[src/rtl/b64d_pkg.sv]
package b64d_pkg;

  typedef enum logic [1:0] {
    KIND_DATA,
    KIND_SKIP,
    KIND_BAD,
    KIND_PAD
  } kind_t;

  typedef enum logic [1:0] {
    ST_OK      = 2'd0,
    ST_BADCHAR = 2'd1,
    ST_MISPAD  = 2'd2,
    ST_OPEN    = 2'd3
  } status_t;

  // one classified character as it travels from front to back
  typedef struct packed {
    kind_t      kind;
    logic [5:0] sextet;
    logic       last;
  } item_t;

  localparam int QueueDepth = 2;

  function automatic item_t classify(input logic [15:0] code, input logic last);
    item_t      it;
    logic [6:0] c;
    c         = code[6:0];
    it.last   = last;
    it.kind   = KIND_BAD;
    it.sextet = 6'd0;
    if (code[15:7] != 9'd0) begin
      it.kind = KIND_BAD;
    end else if (c >= 7'h41 && c <= 7'h5A) begin
      it.kind   = KIND_DATA;
      it.sextet = 6'(c - 7'h41);
    end else if (c >= 7'h61 && c <= 7'h7A) begin
      it.kind   = KIND_DATA;
      it.sextet = 6'(c - 7'h47);
    end else if (c >= 7'h30 && c <= 7'h39) begin
      it.kind   = KIND_DATA;
      it.sextet = 6'(c + 7'h04);
    end else if (c == 7'h2B) begin
      it.kind   = KIND_DATA;
      it.sextet = 6'd62;
    end else if (c == 7'h2F) begin
      it.kind   = KIND_DATA;
      it.sextet = 6'd63;
    end else if (c == 7'h3D) begin
      it.kind = KIND_PAD;
    end else if (c == 7'h09 || c == 7'h0A || c == 7'h0D || c == 7'h20 || c == 7'h2D) begin
      it.kind = KIND_SKIP;
    end
    return it;
  endfunction

endpackage

[src/rtl/base64_stream_decoder.sv]
// Streaming base64 decoder. Each request carries one UTF-16 character and
// gives exactly one result: a decoded byte when the character completes one,
// the message-end flag, and the sticky status of the message so far (0 ok,
// 1 bad character, 2 misplaced padding, 3 unfinished group at end). Whitespace
// and '-' are skipped, '=' in the third or fourth place ends decoding until
// the last character. The block takes one character per cycle while the
// queue has room; an accepted request waits in the two-entry queue behind
// the classifier, then is decoded into the output register of the decode
// stage, where its result sits until taken. A stalled result holds, the
// queue fills behind it and the input stalls once both queue entries are
// taken. A consumer must drop the bytes of any message whose final status
// is not zero.
module base64_stream_decoder (
  input  logic        clk,
  input  logic        rst_n,
  input  logic        in_valid,
  output logic        in_stall,
  input  logic [15:0] in_char_code,
  input  logic        in_last_char,
  output logic        out_valid,
  input  logic        out_stall,
  output logic [7:0]  out_data_byte,
  output logic        out_byte_valid,
  output logic        out_message_end,
  output logic [1:0]  out_status
);

  logic            q_full;
  logic            q_push;
  logic            q_pop;
  logic            q_nonempty;
  b64d_pkg::item_t push_item;
  b64d_pkg::item_t pop_item;

  b64d_front u_front (
    .in_valid     (in_valid),
    .in_stall     (in_stall),
    .in_char_code (in_char_code),
    .in_last_char (in_last_char),
    .q_full       (q_full),
    .q_push       (q_push),
    .q_item       (push_item)
  );

  b64d_queue u_queue (
    .clk       (clk),
    .rst_n     (rst_n),
    .push      (q_push),
    .push_item (push_item),
    .full      (q_full),
    .pop       (q_pop),
    .nonempty  (q_nonempty),
    .pop_item  (pop_item)
  );

  b64d_back u_back (
    .clk             (clk),
    .rst_n           (rst_n),
    .q_nonempty      (q_nonempty),
    .q_item          (pop_item),
    .q_pop           (q_pop),
    .out_valid       (out_valid),
    .out_stall       (out_stall),
    .out_data_byte   (out_data_byte),
    .out_byte_valid  (out_byte_valid),
    .out_message_end (out_message_end),
    .out_status      (out_status)
  );

endmodule

[src/rtl/b64d_front.sv]
module b64d_front (
  input  logic             in_valid,
  output logic             in_stall,
  input  logic [15:0]      in_char_code,
  input  logic             in_last_char,
  input  logic             q_full,
  output logic             q_push,
  output b64d_pkg::item_t  q_item
);

  assign in_stall = q_full;
  assign q_push   = in_valid && !q_full;
  assign q_item   = b64d_pkg::classify(in_char_code, in_last_char);

endmodule

[src/rtl/b64d_queue.sv]
module b64d_queue (
  input  logic             clk,
  input  logic             rst_n,
  input  logic             push,
  input  b64d_pkg::item_t  push_item,
  output logic             full,
  input  logic             pop,
  output logic             nonempty,
  output b64d_pkg::item_t  pop_item
);

  localparam int PtrW = $clog2(b64d_pkg::QueueDepth);
  localparam int CntW = $clog2(b64d_pkg::QueueDepth + 1);

  b64d_pkg::item_t mem_r [b64d_pkg::QueueDepth];
  logic [PtrW-1:0] wr_ptr_r, wr_ptr_nxt;
  logic [PtrW-1:0] rd_ptr_r, rd_ptr_nxt;
  logic [CntW-1:0] count_r, count_nxt;

  assign full     = (count_r == CntW'(b64d_pkg::QueueDepth));
  assign nonempty = (count_r != '0);
  assign pop_item = mem_r[rd_ptr_r];

  always_comb begin
    wr_ptr_nxt = wr_ptr_r;
    rd_ptr_nxt = rd_ptr_r;
    count_nxt  = count_r;
    if (push) begin
      wr_ptr_nxt = (wr_ptr_r == PtrW'(b64d_pkg::QueueDepth - 1)) ? '0 : wr_ptr_r + 1'b1;
    end
    if (pop) begin
      rd_ptr_nxt = (rd_ptr_r == PtrW'(b64d_pkg::QueueDepth - 1)) ? '0 : rd_ptr_r + 1'b1;
    end
    if (push && !pop) begin
      count_nxt = count_r + 1'b1;
    end else if (pop && !push) begin
      count_nxt = count_r - 1'b1;
    end
  end

  always_ff @(posedge clk) begin
    if (!rst_n) begin
      wr_ptr_r <= '0;
      rd_ptr_r <= '0;
      count_r  <= '0;
    end else begin
      wr_ptr_r <= wr_ptr_nxt;
      rd_ptr_r <= rd_ptr_nxt;
      count_r  <= count_nxt;
    end
  end

  always_ff @(posedge clk) begin
    if (push) begin
      mem_r[wr_ptr_r] <= push_item;
    end
  end

endmodule

[src/rtl/b64d_back.sv]
module b64d_back (
  input  logic             clk,
  input  logic             rst_n,
  input  logic             q_nonempty,
  input  b64d_pkg::item_t  q_item,
  output logic             q_pop,
  output logic             out_valid,
  input  logic             out_stall,
  output logic [7:0]       out_data_byte,
  output logic             out_byte_valid,
  output logic             out_message_end,
  output logic [1:0]       out_status
);

  logic [1:0] grp_r, grp_nxt;
  logic [5:0] prev_r, prev_nxt;
  logic       pad_r, pad_nxt;
  logic [1:0] err_r, err_nxt;

  logic       out_valid_r;
  logic [7:0] byte_r, byte_nxt;
  logic       bvalid_r, bvalid_nxt;
  logic       end_r;
  logic [1:0] status_r, status_nxt;

  logic       active;

  assign q_pop  = q_nonempty && (!out_valid_r || !out_stall);
  assign active = (err_r == b64d_pkg::ST_OK) && !pad_r;

  always_comb begin
    grp_nxt    = grp_r;
    prev_nxt   = prev_r;
    pad_nxt    = pad_r;
    err_nxt    = err_r;
    byte_nxt   = 8'd0;
    bvalid_nxt = 1'b0;
    if (active) begin
      case (q_item.kind)
        b64d_pkg::KIND_BAD: begin
          err_nxt = b64d_pkg::ST_BADCHAR;
        end
        b64d_pkg::KIND_SKIP: begin
        end
        b64d_pkg::KIND_PAD: begin
          if (grp_r < 2'd2) begin
            err_nxt = b64d_pkg::ST_MISPAD;
          end else begin
            pad_nxt = 1'b1;
            grp_nxt = 2'd0;
          end
        end
        b64d_pkg::KIND_DATA: begin
          prev_nxt = q_item.sextet;
          case (grp_r)
            2'd0: begin
              grp_nxt = 2'd1;
            end
            2'd1: begin
              byte_nxt   = {prev_r, q_item.sextet[5:4]};
              bvalid_nxt = 1'b1;
              grp_nxt    = 2'd2;
            end
            2'd2: begin
              byte_nxt   = {prev_r[3:0], q_item.sextet[5:2]};
              bvalid_nxt = 1'b1;
              grp_nxt    = 2'd3;
            end
            default: begin
              byte_nxt   = {prev_r[1:0], q_item.sextet};
              bvalid_nxt = 1'b1;
              grp_nxt    = 2'd0;
            end
          endcase
        end
        default: begin
        end
      endcase
    end
    status_nxt = err_nxt;
    if (q_item.last && err_nxt == b64d_pkg::ST_OK && grp_nxt != 2'd0) begin
      status_nxt = b64d_pkg::ST_OPEN;
    end
    // clear message state after the last character
    if (q_item.last) begin
      grp_nxt  = 2'd0;
      prev_nxt = 6'd0;
      pad_nxt  = 1'b0;
      err_nxt  = b64d_pkg::ST_OK;
    end
  end

  always_ff @(posedge clk) begin
    if (!rst_n) begin
      grp_r       <= 2'd0;
      prev_r      <= 6'd0;
      pad_r       <= 1'b0;
      err_r       <= b64d_pkg::ST_OK;
      out_valid_r <= 1'b0;
    end else begin
      if (q_pop) begin
        grp_r       <= grp_nxt;
        prev_r      <= prev_nxt;
        pad_r       <= pad_nxt;
        err_r       <= err_nxt;
        out_valid_r <= 1'b1;
      end else if (!out_stall) begin
        out_valid_r <= 1'b0;
      end
    end
  end

  always_ff @(posedge clk) begin
    if (q_pop) begin
      byte_r   <= byte_nxt;
      bvalid_r <= bvalid_nxt;
      end_r    <= q_item.last;
      status_r <= status_nxt;
    end
  end

  assign out_valid       = out_valid_r;
  assign out_data_byte   = byte_r;
  assign out_byte_valid  = bvalid_r;
  assign out_message_end = end_r;
  assign out_status      = status_r;

endmodule

[config.mk]
export PLATFORM = sky130hd
export DESIGN_NAME = base64_stream_decoder
export DESIGN_NICKNAME = d
export VERILOG_FILES = /design/src/rtl/b64d_pkg.sv /design/src/rtl/base64_stream_decoder.sv /design/src/rtl/b64d_front.sv /design/src/rtl/b64d_queue.sv /design/src/rtl/b64d_back.sv
export SDC_FILE = /design/constraint.sdc
export NUM_CORES = 1
export LEC_CHECK = 0
export BUFFER_PORTS_ARGS = -buffer_cell sky130_fd_sc_hd__buf_2
export CAP_MARGIN = 20
export CORE_UTILIZATION = 40
export CTS_BUF_LIST = sky130_fd_sc_hd__clkbuf_4
export DETAILED_ROUTE_END_ITERATION = 6
export SYNTH_ARGS = -nofsm -noshare
export SYNTH_HDL_FRONTEND = slang
export SYNTH_SLANG_ARGS = --single-unit
[constraint.sdc]
create_clock -name clk -period 2.1 [get_ports clk]
set_input_delay 0.315 -clock clk [delete_from_list [all_inputs] [get_ports clk]]
set_output_delay 0.315 -clock clk [all_outputs]
set_load 0.005 [all_outputs]
==> run summary <==
The number of antenna violations at the first check in global routing is 0, and the later-pin clock latency in the skew report is 360 ps. For this run, the top clock speed supported by timing is 520 MHz. The CTS clock-pin slew for the worst setup and hold paths is 130 ps, and the sink count of the clock tree is 47.

The max-slew violation count is 0, and the top-level I/O count is 35. The synthesized netlist contains 54 unique library cells. Most common library cell in the layout ignoring fill and taps: buf_2. The run gives 1958 as the via count of the first global-routing pass. Across the VDD grid, the largest voltage drop is 0.000458 V. The HPWL reported at the end of detailed placement is 3.87 mm, and the count of yosys warnings during synthesis is 0. For the worst path required time, the log shows 2300 ps. For the final routed database, the setup TNS stands at 0 ps. The mean cell area of the mapped netlist works out to 10.7 sq um.

The cell sitting at the root of the clock tree is a clkbuf_4. Counting every net in the synthesized netlist gives 287. Post-route fraction of the period consumed by the critical path: 0.915. The maximum net fanout on the critical path came out at 9. In this run the most critical hold path is launched from in_last_char. The synthesized design contains 30 enable-type register cells. After detailed routing, the number of vias per cell comes to 5.33.

The first global-routing pass estimated 8.65 mm of wire. The remaining global-route overflow came out at 0. The run gives 12.3 ps as the worst clock skew.

The async set or reset register ratio after synthesis was 0. The width of the die came out at 83.8 um. Before antenna repair, the detailed router went through 4 iterations. The core region is 6390 sq um. Setup repair after global routing left no endpoint under its margin. Final antenna diode count: 0.

The run gives 4.96 mm as the detailed-route wire length. The kind of path behind the tightest hold check was primary input to register. The most used flip-flop cell after synthesis is edfxtp_1.

Number of setup violations in the final report: 0. For the die area, the log shows 7020 sq um. The critical path in this run is classified as register to register. The minimum clock period was 1920 ps; the total clock buffers created by CTS was 5.

The dominant cell type by area after synthesis is edfxtp_1. The H-tree was split into 2 levels. The flow ran to the end, and the final reports show no timing, DRC or antenna violations. The headroom to the max-slew limit was 0.714. Leaving out fill and tap cells, the most frequent cells in the layout are buf_2, edfxtp_1, nor2_1, buf_4, ha_1.

Initial standard-cell utilization of the core: 0.419. Port buffering added 34 buffers. Yosys attributes the largest share of cell area to edfxtp_1, dfxtp_1, ha_1. The tool flagged a number of max-cap violations equal to 0.

Counting flops and latches in the post-synthesis netlist gives 47. The ratio of cells with drive above 1 in the final layout works out to 0.266. Data on the critical path arrives at its endpoint at 2130 ps. The final routed wire length divided by cell count was 13.1 um; the final worst hold slack was 148 ps. Once detail routing completed, the nets flagged for antenna violations numbered 0.

For the final hold violation count, the log shows 0. The critical path launch point type is a register. The number of gates resized after CTS was 0. The overall global routing resource usage is 0.152, and the via count is 2013. Counting the fill cells in the layout gives 613. The number of setup buffers added after CTS is 0. For this design the static power due to leakage is 1.16 nW. The logs give 0.909 for the final RePlAce weighted congestion and 29 for the standard-cell row count. The synthesized area is 2680 sq um. At the end of the flow, the number of nets in the layout was 338. The maximum buffer depth of the clock tree came out at 2.

After detailed routing, the number of remaining DRC violations is 0. The areal power density over the cells came out at 869 nW/um^2. From synthesis to final layout, the design area changed by 15.7%.

For the cell area after layout, the log shows 3100 sq um. Counting every instance in the synthesized netlist gives 249. The instance area after placement was 3040 sq um; the slew at the pin with the worst max-slew slack was 428 ps. The first routing iteration left 51 violations. The worst setup path is captured at a register.

The area share of the leading cell type in the synthesized netlist was 0.337. TritonCTS built the clock tree. The portion of the post-synthesis area used by sequential elements came out at 0.464. The number of hold buffers added after CTS is 0.

The chip height is 83.8 um. Entering global routing, the biggest net connects 17 pins.
==> final timing paths <==
check / endpoint / slack, ps / cells after the start
setup / recovery: u_back.out_data_byte[2] / 180 / 5
hold / removal: u_queue.mem_r[1][0] / 150 / 1
setup reg to reg: u_back.out_data_byte[2] / 180 / 5
hold reg to reg: u_queue.count_r[1] / 540 / 2
==> sequential cells by signal, summed over array words and instances, names as in the netlist, named ones only <==
name / count
u_queue.wr_ptr_r: 1
u_back.prev_r: 6
u_back.pad_r: 1
u_back.out_status: 2
u_back.out_message_end: 1
u_back.out_data_byte: 8
u_queue.rd_ptr_r: 1
u_back.out_valid: 1
u_back.err_r: 2
u_queue.count_r: 2
u_back.out_byte_valid: 1
u_back.grp_r: 2
u_queue.mem_r: 18
==> layout make-up <==
type	count	area (sq um)	area share
repair buffers	54	320	0.103
clock buffers	6	45.0	0.0146
well taps	77	96.3	0.0311
inverters	16	60.1	0.0194
multi-input cells	176	1320	0.426
clock inverters	2	12.5	0.00404
flip-flops and latches	47	1240	0.401
==> routing by layer <==
layer	up-vias	GRT usage	wire length [um]
li1	1034	-	-
met1	928	0.169	2180
met2	45	0.286	2560
met3	6	0.0267	143
met4	0	0.0601	75
met5	-	0	0
==> synth_stat cells, types with 3 or more instances <==
cell and count:
edfxtp_1 30, nor2_1 20, dfxtp_1 17, ha_1 17, inv_1 16, nand2_1 12, a21oi_1 9, a221oi_1 9
a22oi_1 9, nor2b_1 9, mux2_2 7, nor3_1 7, o21ai_0 7, and2_1 6, clkbuf_1 6, xnor2_1 6
o211ai_1 5, o21ai_1 4, xor2_1 4, nand3_1 3, nor3b_1 3, or3_1 3
==> worst max-delay path, stage by stage, from the launching register on <==
cell and delay (ps):
dfxtp_2 380, mux2i_1 260, ha_1 220, or4b_1 520, buf_4 200, nor3_1 200
==> cells by family after synthesis <==
group,count (synthesis),synth area share
flops,47,0.464
xor+xnor,10,0.0327
mux,9,0.0370
fa+ha+maj,17,0.0795
simple gates,78,0.161
compound gates,62,0.179
buf+inv,26,0.0463
==> where the power goes <==
group          total (mW)  internal, mW  switching [mW]  leakage (nW)
Sequential           1.31          1.22          0.0857         0.423
Clock               0.421         0.142           0.279        0.0317
Combinational       0.960         0.438           0.523         0.710
==> metrics by stage <==
step	worst slack, ps	util	instances	power [mW]
finish	178	0.485	378	2.69
CTS	136	0.485	378	2.72
floorplan	41.6	-	249	1.95
detailed placement	70.7	0.476	370	2.30
global route	45.9	0.485	378	2.88
global placement	121	0.476	370	2.29
No activity file was read; power rests on OpenSTA's default activity.
